$ cat src/design/hsm_pkg.sv
// Shared types and constants for the heartbeat stall monitor.
// No dependencies; imported by every module of the block.
package hsm_pkg;

  localparam int CHAN_W     = 4;
  localparam int TIME_W     = 32;
  localparam int CNT_W      = 32;
  localparam int ACT_W      = 2;
  localparam int HEALTH_W   = 2;
  localparam int CFG_ADDR_W = 1;
  localparam int CFG_DATA_W = 32;
  localparam int IN_DATA_W  = 40;
  localparam int OUT_DATA_W = 72;
  localparam int OUT_PAD_W  = OUT_DATA_W - (CHAN_W + CNT_W + TIME_W + HEALTH_W);
  localparam int QDEPTH     = 4;
  localparam int QPTR_W     = $clog2(QDEPTH);

  localparam logic [ACT_W-1:0] ACT_CHECK = 2'd0;
  localparam logic [ACT_W-1:0] ACT_BEAT  = 2'd1;
  localparam logic [ACT_W-1:0] ACT_CLEAR = 2'd2;

  localparam logic [HEALTH_W-1:0] HEALTH_OK    = 2'd0;
  localparam logic [HEALTH_W-1:0] HEALTH_SLOW  = 2'd1;
  localparam logic [HEALTH_W-1:0] HEALTH_STALL = 2'd2;

  localparam logic [CFG_ADDR_W-1:0] REG_STALL_LIMIT     = 1'b0;
  localparam logic [CFG_ADDR_W-1:0] REG_REPORT_INTERVAL = 1'b1;

  localparam logic [TIME_W-1:0] STALL_LIMIT_RESET     = 32'd10000;
  localparam logic [TIME_W-1:0] REPORT_INTERVAL_RESET = 32'd5000;

  typedef enum logic [1:0] {
    CMD_BEAT,
    CMD_CLEAR,
    CMD_REPORT
  } cmd_kind_t;

  typedef struct packed {
    cmd_kind_t          kind;
    logic [CHAN_W-1:0]  chan;
    logic [TIME_W-1:0]  now;
  } cmd_t;

  typedef enum logic [1:0] {
    ST_IDLE = 2'b01,
    ST_SCAN = 2'b10
  } back_state_t;

endpackage

$ cat src/design/hsm_front.sv
// Front end: accepts input transfers, drops ignored ones, decides report due.
// Depends on hsm_pkg.
module hsm_front #(
  parameter int NUM_CHANNELS = 8
) (
  input  logic                        clk,
  input  logic                        rst_n,
  input  logic                        in_valid,
  output logic                        in_ready,
  input  logic [hsm_pkg::ACT_W-1:0]   in_action,
  input  logic [hsm_pkg::CHAN_W-1:0]  in_chan,
  input  logic [hsm_pkg::TIME_W-1:0]  in_time,
  input  logic [hsm_pkg::TIME_W-1:0]  report_interval,
  input  logic                        q_full,
  output logic                        q_push,
  output hsm_pkg::cmd_t               q_cmd
);
  import hsm_pkg::*;

  logic [TIME_W-1:0] last_report_r, last_report_nxt;
  logic [TIME_W-1:0] elapsed;
  logic              chan_ok;
  logic              due;
  logic              accept;

  assign in_ready = !q_full;
  assign accept   = in_valid && in_ready;
  assign elapsed  = in_time - last_report_r;
  assign due      = elapsed >= report_interval;
  assign chan_ok  = {1'b0, in_chan} < (CHAN_W + 1)'(NUM_CHANNELS);

  always_comb begin
    q_push          = 1'b0;
    q_cmd.kind      = CMD_BEAT;
    q_cmd.chan      = in_chan;
    q_cmd.now       = in_time;
    last_report_nxt = last_report_r;
    case (in_action)
      ACT_BEAT: begin
        q_push = accept && chan_ok;
      end
      ACT_CLEAR: begin
        q_cmd.kind = CMD_CLEAR;
        q_push     = accept && chan_ok;
      end
      ACT_CHECK: begin
        q_cmd.kind = CMD_REPORT;
        q_push     = accept && due;
        if (accept && due) begin
          last_report_nxt = in_time;
        end
      end
      default: begin
        q_push = 1'b0;
      end
    endcase
  end

  always_ff @(posedge clk) begin
    if (!rst_n) begin
      last_report_r <= '0;
    end else begin
      last_report_r <= last_report_nxt;
    end
  end

endmodule

$ cat src/design/hsm_cmdq.sv
// Short command queue between front and back end.
// Depends on hsm_pkg.
module hsm_cmdq (
  input  logic          clk,
  input  logic          rst_n,
  input  logic          push,
  input  hsm_pkg::cmd_t push_cmd,
  output logic          full,
  input  logic          pop,
  output logic          not_empty,
  output hsm_pkg::cmd_t head
);
  import hsm_pkg::*;

  cmd_t              slot_r [QDEPTH];
  logic [QPTR_W-1:0] wr_ptr_r, wr_ptr_nxt;
  logic [QPTR_W-1:0] rd_ptr_r, rd_ptr_nxt;
  logic [QPTR_W:0]   count_r, count_nxt;
  logic              do_push, do_pop;

  assign full      = count_r == (QPTR_W + 1)'(QDEPTH);
  assign not_empty = count_r != '0;
  assign head      = slot_r[rd_ptr_r];
  assign do_push   = push && !full;
  assign do_pop    = pop && not_empty;

  always_comb begin
    wr_ptr_nxt = do_push ? wr_ptr_r + 1'b1 : wr_ptr_r;
    rd_ptr_nxt = do_pop ? rd_ptr_r + 1'b1 : rd_ptr_r;
    count_nxt  = count_r + (QPTR_W + 1)'(do_push) - (QPTR_W + 1)'(do_pop);
  end

  always_ff @(posedge clk) begin
    if (do_push) begin
      slot_r[wr_ptr_r] <= push_cmd;
    end
  end

  always_ff @(posedge clk) begin
    if (!rst_n) begin
      wr_ptr_r <= '0;
      rd_ptr_r <= '0;
      count_r  <= '0;
    end else begin
      wr_ptr_r <= wr_ptr_nxt;
      rd_ptr_r <= rd_ptr_nxt;
      count_r  <= count_nxt;
    end
  end

endmodule

$ cat src/design/hsm_back.sv
// Back end: channel slots, beat and clear updates, report scan and output register.
// Depends on hsm_pkg.
module hsm_back #(
  parameter int NUM_CHANNELS = 8
) (
  input  logic                          clk,
  input  logic                          rst_n,
  input  logic                          cmd_valid,
  input  hsm_pkg::cmd_t                 cmd,
  output logic                          cmd_pop,
  input  logic [hsm_pkg::TIME_W-1:0]    stall_limit,
  output logic                          out_valid,
  input  logic                          out_ready,
  output logic [hsm_pkg::OUT_DATA_W-1:0] out_data,
  output logic                          out_last
);
  import hsm_pkg::*;

  localparam int CIDX_W = (NUM_CHANNELS > 1) ? $clog2(NUM_CHANNELS) : 1;
  localparam logic [CIDX_W-1:0] LAST_IDX = CIDX_W'(NUM_CHANNELS - 1);

  back_state_t             state_r, state_nxt;
  logic [NUM_CHANNELS-1:0] act_r;
  logic [TIME_W-1:0]       beat_time_r [NUM_CHANNELS];
  logic [CNT_W-1:0]        cnt_r [NUM_CHANNELS];
  logic [CIDX_W-1:0]       scan_idx_r, scan_idx_nxt;
  logic [TIME_W-1:0]       now_r, now_nxt;

  logic                    out_valid_r;
  logic [CHAN_W-1:0]       out_chan_r;
  logic [CNT_W-1:0]        out_cnt_r;
  logic [TIME_W-1:0]       out_age_r;
  logic [HEALTH_W-1:0]     out_health_r;
  logic                    out_last_r;

  logic [CIDX_W-1:0]       rd_idx;
  logic [CIDX_W-1:0]       cmd_idx;
  logic                    rd_act;
  logic [TIME_W-1:0]       rd_time;
  logic [CNT_W-1:0]        rd_cnt;
  logic [TIME_W-1:0]       age;
  logic [HEALTH_W-1:0]     health;
  logic                    none_above;
  logic                    out_free;
  logic                    out_load;
  logic                    do_beat, do_clear;

  assign cmd_idx    = cmd.chan[CIDX_W-1:0];
  assign rd_idx     = (state_r == ST_SCAN) ? scan_idx_r : cmd_idx;
  assign rd_act     = act_r[rd_idx];
  assign rd_time    = beat_time_r[rd_idx];
  assign rd_cnt     = cnt_r[rd_idx];
  assign age        = now_r - rd_time;
  assign none_above = ((act_r >> scan_idx_r) >> 1) == '0;
  assign out_free   = !out_valid_r || out_ready;

  always_comb begin
    if (age > stall_limit) begin
      health = HEALTH_STALL;
    end else if (age > (stall_limit >> 1)) begin
      health = HEALTH_SLOW;
    end else begin
      health = HEALTH_OK;
    end
  end

  always_comb begin
    state_nxt    = state_r;
    scan_idx_nxt = scan_idx_r;
    now_nxt      = now_r;
    cmd_pop      = 1'b0;
    do_beat      = 1'b0;
    do_clear     = 1'b0;
    out_load     = 1'b0;
    case (state_r)
      ST_IDLE: begin
        if (cmd_valid) begin
          cmd_pop = 1'b1;
          case (cmd.kind)
            CMD_BEAT:  do_beat  = 1'b1;
            CMD_CLEAR: do_clear = 1'b1;
            CMD_REPORT: begin
              now_nxt      = cmd.now;
              scan_idx_nxt = '0;
              state_nxt    = ST_SCAN;
            end
            default: cmd_pop = 1'b1;
          endcase
        end
      end
      ST_SCAN: begin
        if (out_free) begin
          out_load = rd_act;
          if (scan_idx_r == LAST_IDX) begin
            state_nxt = ST_IDLE;
          end else begin
            scan_idx_nxt = scan_idx_r + 1'b1;
          end
        end
      end
      default: state_nxt = ST_IDLE;
    endcase
  end

  always_ff @(posedge clk) begin
    if (!rst_n) begin
      state_r     <= ST_IDLE;
      scan_idx_r  <= '0;
      out_valid_r <= 1'b0;
      act_r       <= '0;
      for (int i = 0; i < NUM_CHANNELS; i++) begin
        beat_time_r[i] <= '0;
        cnt_r[i]       <= '0;
      end
    end else begin
      state_r    <= state_nxt;
      scan_idx_r <= scan_idx_nxt;
      if (out_load) begin
        out_valid_r <= 1'b1;
      end else if (out_ready) begin
        out_valid_r <= 1'b0;
      end
      if (do_beat) begin
        act_r[cmd_idx]       <= 1'b1;
        beat_time_r[cmd_idx] <= cmd.now;
        cnt_r[cmd_idx]       <= rd_cnt + 1'b1;
      end else if (do_clear) begin
        act_r[cmd_idx]       <= 1'b0;
        beat_time_r[cmd_idx] <= '0;
        cnt_r[cmd_idx]       <= '0;
      end
    end
  end

  always_ff @(posedge clk) begin
    now_r <= now_nxt;
    if (out_load) begin
      out_chan_r   <= CHAN_W'(scan_idx_r);
      out_cnt_r    <= rd_cnt;
      out_age_r    <= age;
      out_health_r <= health;
      out_last_r   <= none_above;
    end
  end

  assign out_valid = out_valid_r;
  assign out_last  = out_last_r;
  assign out_data  = {{OUT_PAD_W{1'b0}}, out_health_r, out_age_r, out_cnt_r, out_chan_r};

  a_no_pop_in_scan: assert property (@(posedge clk) disable iff (!rst_n)
    state_r == ST_SCAN |-> !cmd_pop)
    else $error("command popped during report scan");

  a_scan_starts_at_zero: assert property (@(posedge clk) disable iff (!rst_n)
    $rose(state_r == ST_SCAN) |-> scan_idx_r == '0)
    else $error("report scan did not start at first channel");

  a_load_only_in_scan: assert property (@(posedge clk) disable iff (!rst_n)
    out_load |-> state_r == ST_SCAN && rd_act)
    else $error("status loaded outside scan or for inactive channel");

  a_no_overwrite: assert property (@(posedge clk) disable iff (!rst_n)
    out_valid_r && !out_ready |-> !out_load)
    else $error("pending status overwritten");

endmodule

$ cat src/design/heartbeat_stall_monitor.sv
// Top level of the heartbeat stall monitor: configuration registers and wiring.
// Depends on hsm_pkg, hsm_front, hsm_cmdq and hsm_back.
//
// A user's summary: the input side takes one transfer per cycle while the
// four-entry command queue has room. Beats and channel clears are applied to
// the slot unit as they leave the queue. A check that finds a report due
// leaves the queue and then walks every channel slot, one slot per cycle while
// the output is not stalled, and holds the slot unit until the walk is done;
// checks that are not due and ignored items are dropped in the front end and
// never reach the slot unit. Each status is a transfer on the output with
// tlast set on the final line of a report; a report with no active channel
// sends nothing.
module heartbeat_stall_monitor #(
  parameter int NUM_CHANNELS = 8
) (
  input  logic                            clk,
  input  logic                            rst_n,
  input  logic                            in_tvalid,
  output logic                            in_tready,
  input  logic [hsm_pkg::IN_DATA_W-1:0]   in_tdata,   // channel, time_ms, zero pad
  input  logic [hsm_pkg::ACT_W-1:0]       in_tuser,   // action
  output logic                            out_tvalid,
  input  logic                            out_tready,
  output logic [hsm_pkg::OUT_DATA_W-1:0]  out_tdata,  // report_channel, beat_total, age_ms, health, zero pad
  output logic                            out_tlast,  // last_of_report
  input  logic                            cfg_we,
  input  logic [hsm_pkg::CFG_ADDR_W-1:0]  cfg_addr,
  input  logic [hsm_pkg::CFG_DATA_W-1:0]  cfg_wdata
);
  import hsm_pkg::*;

  logic [TIME_W-1:0] stall_limit_r;
  logic [TIME_W-1:0] report_interval_r;
  logic              q_full, q_push, q_pop, q_not_empty;
  cmd_t              q_in, q_head;

  always_ff @(posedge clk) begin
    if (!rst_n) begin
      stall_limit_r     <= STALL_LIMIT_RESET;
      report_interval_r <= REPORT_INTERVAL_RESET;
    end else if (cfg_we) begin
      case (cfg_addr)
        REG_STALL_LIMIT:     stall_limit_r     <= cfg_wdata;
        REG_REPORT_INTERVAL: report_interval_r <= cfg_wdata;
        default: ;
      endcase
    end
  end

  hsm_front #(
    .NUM_CHANNELS(NUM_CHANNELS)
  ) u_front (
    .clk             (clk),
    .rst_n           (rst_n),
    .in_valid        (in_tvalid),
    .in_ready        (in_tready),
    .in_action       (in_tuser),
    .in_chan         (in_tdata[CHAN_W-1:0]),
    .in_time         (in_tdata[CHAN_W+TIME_W-1:CHAN_W]),
    .report_interval (report_interval_r),
    .q_full          (q_full),
    .q_push          (q_push),
    .q_cmd           (q_in)
  );

  hsm_cmdq u_cmdq (
    .clk       (clk),
    .rst_n     (rst_n),
    .push      (q_push),
    .push_cmd  (q_in),
    .full      (q_full),
    .pop       (q_pop),
    .not_empty (q_not_empty),
    .head      (q_head)
  );

  hsm_back #(
    .NUM_CHANNELS(NUM_CHANNELS)
  ) u_back (
    .clk         (clk),
    .rst_n       (rst_n),
    .cmd_valid   (q_not_empty),
    .cmd         (q_head),
    .cmd_pop     (q_pop),
    .stall_limit (stall_limit_r),
    .out_valid   (out_tvalid),
    .out_ready   (out_tready),
    .out_data    (out_tdata),
    .out_last    (out_tlast)
  );

endmodule

$ cat config.mk
export PLATFORM = sky130hd
export DESIGN_NAME = heartbeat_stall_monitor
export DESIGN_NICKNAME = d
export VERILOG_FILES = /design/src/design/hsm_pkg.sv /design/src/design/hsm_front.sv /design/src/design/hsm_cmdq.sv /design/src/design/hsm_back.sv /design/src/design/heartbeat_stall_monitor.sv
export SDC_FILE = /design/constraint.sdc
export NUM_CORES = 1
export LEC_CHECK = 0
export ABC_CLOCK_PERIOD_IN_PS = 8870
export BUFFER_PORTS_ARGS = -buffer_cell sky130_fd_sc_hd__buf_4
export CAP_MARGIN = 20
export CELL_PAD_IN_SITES_DETAIL_PLACEMENT = 1
export CELL_PAD_IN_SITES_GLOBAL_PLACEMENT = 2
export CORE_UTILIZATION = 44
export DETAILED_ROUTE_END_ITERATION = 10
export PLACE_DENSITY_LB_ADDON = 0.1
export SLEW_MARGIN = 5
export SYNTH_ARGS = -nofsm -noshare
export SYNTH_HDL_FRONTEND = slang
export SYNTH_HIERARCHICAL = 1
export SYNTH_SLANG_ARGS = --single-unit
$ cat constraint.sdc
create_clock -name clk -period 8.87 [get_ports clk]
set_input_delay 0.4435 -clock clk [delete_from_list [all_inputs] [get_ports clk]]
set_output_delay 0.4435 -clock clk [all_outputs]
set_load 0.02 [all_outputs]
==> metrics <==
DP Area around 44000 µm²; register share of total power 34.9%; Synth Cell Area between 40000 and 50000 µm²; GRT overflow 0; actual slew at the worst max-slew pin 1.10 ns; Layout Nets 3642; crit path DAT 7.93 ns; routability cong. approximately 0.82; Post-Syn Area per Cell 12.9 µm²; Final period util 84.7%; Max-Cap Viols 0; Std-Cell Rows 112; Post CTS Setup Buffer Count 0; Final Max Slew Viols 0; Logic pwr share a little under two fifths; critical path type reg2reg; Pleak 18.0 nW; CP Capture Type flop; Util after Layout about half; drt total wl 121000 µm; overall power 14.7 mW; ordered cell list for the critical path buf_4, mux4_2, mux2i_4, buf_12, mux4_2, mux2i_1, ha_1, nor2b_1, o2111a_1, o31ai_1, a41oi_1, nand3_1, a31o_2, inv_1, a31o_2, a21oi_1, xnor2_1, ha_1, a2111oi_0, o211ai_1, a31oi_1, o21ai_0, o211ai_1, a21oi_1; Hold WS 0.0319 ns; Inst Count DP 4526; min Tclk post-route 7.52 ns; clk root buf clkbuf_16; CP top delay family compound AO/OA/AOI/OAI gates; internal power 9.35 mW; die width 311 µm; RSZ-0062 raised after global routing no; fill count 9453; setup TNS 0 ns; DR vias/cell 5.64; initial antenna violation count 4; Routed Antenna Nets 0; Die H just over 300 µm; Multi-input gate area 15100 µm²; worst skew pair latency 0.68 ns; switching power ~5.3 mW; worst clock skew 0.0223 ns; final setup margin 1.35 ns; slowest CP cell mux2i_4; Clk network pwr share between 20% and 30%; TritonCTS clock tree done; routed len/inst 25.6 µm; share of layout cells above drive strength 1 ~16%; worst path bufs/invs 3; clock-pin slew on the worst setup and hold paths 0.06 ns; pre-CTS WS 1.33 ns; crit start category flop; CTS max path bufs 3; Pre-antenna DRT Iters 5; CTS Buf Count 96; slowest stage delay, CP 0.66 ns; maximum vdd drop 163 µV; Worst EP required between 9 and 10 ns; DRT iter0 DRCs 2134; # clock sinks 881; DRC Markers 0; first-pass GRT wire length between 150000 and 200000 µm; Vias 26700; die area 96400 µm²; register area 25300 µm²; worst relative slew slack 26.9%; I/O Buffers 147; Synth Warn # 6; crit-path max FO 36; P&R area growth vs syn 13.3%; vias in the first global route 28300; Peak Freq between 100 and 150 MHz; H-Tree Depth 3; largest net degree at the start of global routing 76; Post-Layout Cell Count 4725; Core ar. 93700 µm²; Final Hold Fails 0; Switching Share approximately 36%; final setup fails 0; HPWL Detailed 78400 µm; total track usage 24.9%; Initial Utilization 44.7%; Worst Hold Class in2reg; cell area after layout 47400 µm²; boundary pin count 155; cell count after synthesis 3258; status complete, no violations; PD cells 309 nW/µm²
==> cell usage in the layout, fill, tap and decap left out, types with 14 or more instances in the layout <==
cell	n
a211oi_1	20
a21o_1	49
a21oi_1	79
a31oi_1	19
buf_4	205
clkbuf_1	25
clkbuf_16	99
clkinv_2	14
dfxtp_1	118
dlygate4sd3_1	20
edfxtp_1	762
ha_1	169
inv_1	163
mux2_2	23
mux2i_1	159
mux4_2	123
nand2_1	283
nand2b_1	24
nand3_1	31
nand4_1	33
nor2_1	565
nor2b_1	21
nor3_1	26
o211ai_1	15
o21a_1	16
o21ai_0	55
o22ai_1	16
xnor2_1	62
xor2_1	15
==> registers in the layout, indices dropped and copies added (netlist names), named ones only <==
register	flops
u_back/beat_time_r	256
u_back/cnt_r	256
u_cmdq/slot_r	148
report_interval_r	32
stall_limit_r	32
u_back/now_r	32
u_back/out_age_r	32
u_back/out_cnt_r	32
u_front/last_report_r	32
u_back/out_chan_r	3
u_back/scan_idx_r	3
u_cmdq/count_r	3
u_back/out_health_r	2
u_back/state_r	2
u_cmdq/rd_ptr_r	2
u_cmdq/wr_ptr_r	2
u_back/out_last	1
u_back/out_valid	1
==> area by class of cell <==
type | count | area share [%]
flip-flops and latches | 881 | 53.2
multi-input cells | 2020 | 31.7
clock buffers | 132 | 5.63
repair buffers | 228 | 3.77
well taps | 1254 | 3.31
inverters | 163 | 1.29
clock inverters | 45 | 0.994
diodes | 2 | 0.0105
==> final timing paths <==
| kind | to | slack [ns] | start | cells past startpoint |
|---|---|---|---|---|
| max | u_back/out_health_r[0] | 1.35 | flop | 24 |
| min | u_cmdq/slot_r[3][14] | 0.03 | in_tdata[18] | 1 |
| max reg2reg | u_back/out_health_r[0] | 1.35 | flop | 24 |
| min reg2reg | u_front/last_report_r[6] | 0.46 | u_front/last_report_r[6] | 2 |
==> power groups by stage <==
stage / Sequential, mW / Combinational, mW / Clock (mW)
final: 5.11 / 5.52 / 4.02
after detailed placement: 5.20 / 5.51 / 0
after global routing: 5.14 / 6.08 / 4.23
after global placement: 5.18 / 5.33 / 0
after CTS: 5.12 / 5.56 / 4.10
after floorplan: 5.18 / 3.81 / 0
==> metal layers <==
layer	vias to the layer above	global-route usage [%]	routed length, µm
li1	12100	-	-
met1	13700	34.5	53900
met2	646	40.0	56800
met3	184	4.47	6780
met4	2	7.27	3250
met5	-	0	13
==> worst reg2reg max path, delay by kind of cell, from the launching register on <==
| kind | cells | cell delay, ns |
|---|---|---|
| AO/OA/AOI/OAI | 12 | 3.01 |
| multiplexers | 4 | 1.88 |
| buffers and inverters | 3 | 0.85 |
| adder cells (fa/ha/maj) | 2 | 0.64 |
| AND/OR/NAND/NOR | 2 | 0.34 |
| flip-flops | 1 | 0.33 |
| XOR/XNOR | 1 | 0.22 |
==> what timing repair did <==
action / CTS / global route
setup endpoints to repair: 0 / 0
resized for setup: 0 / 0
endpoints found under the hold margin: 72 / 0
hold buffers: 20 / 0
No activity file was read; power rests on OpenSTA's default activity.
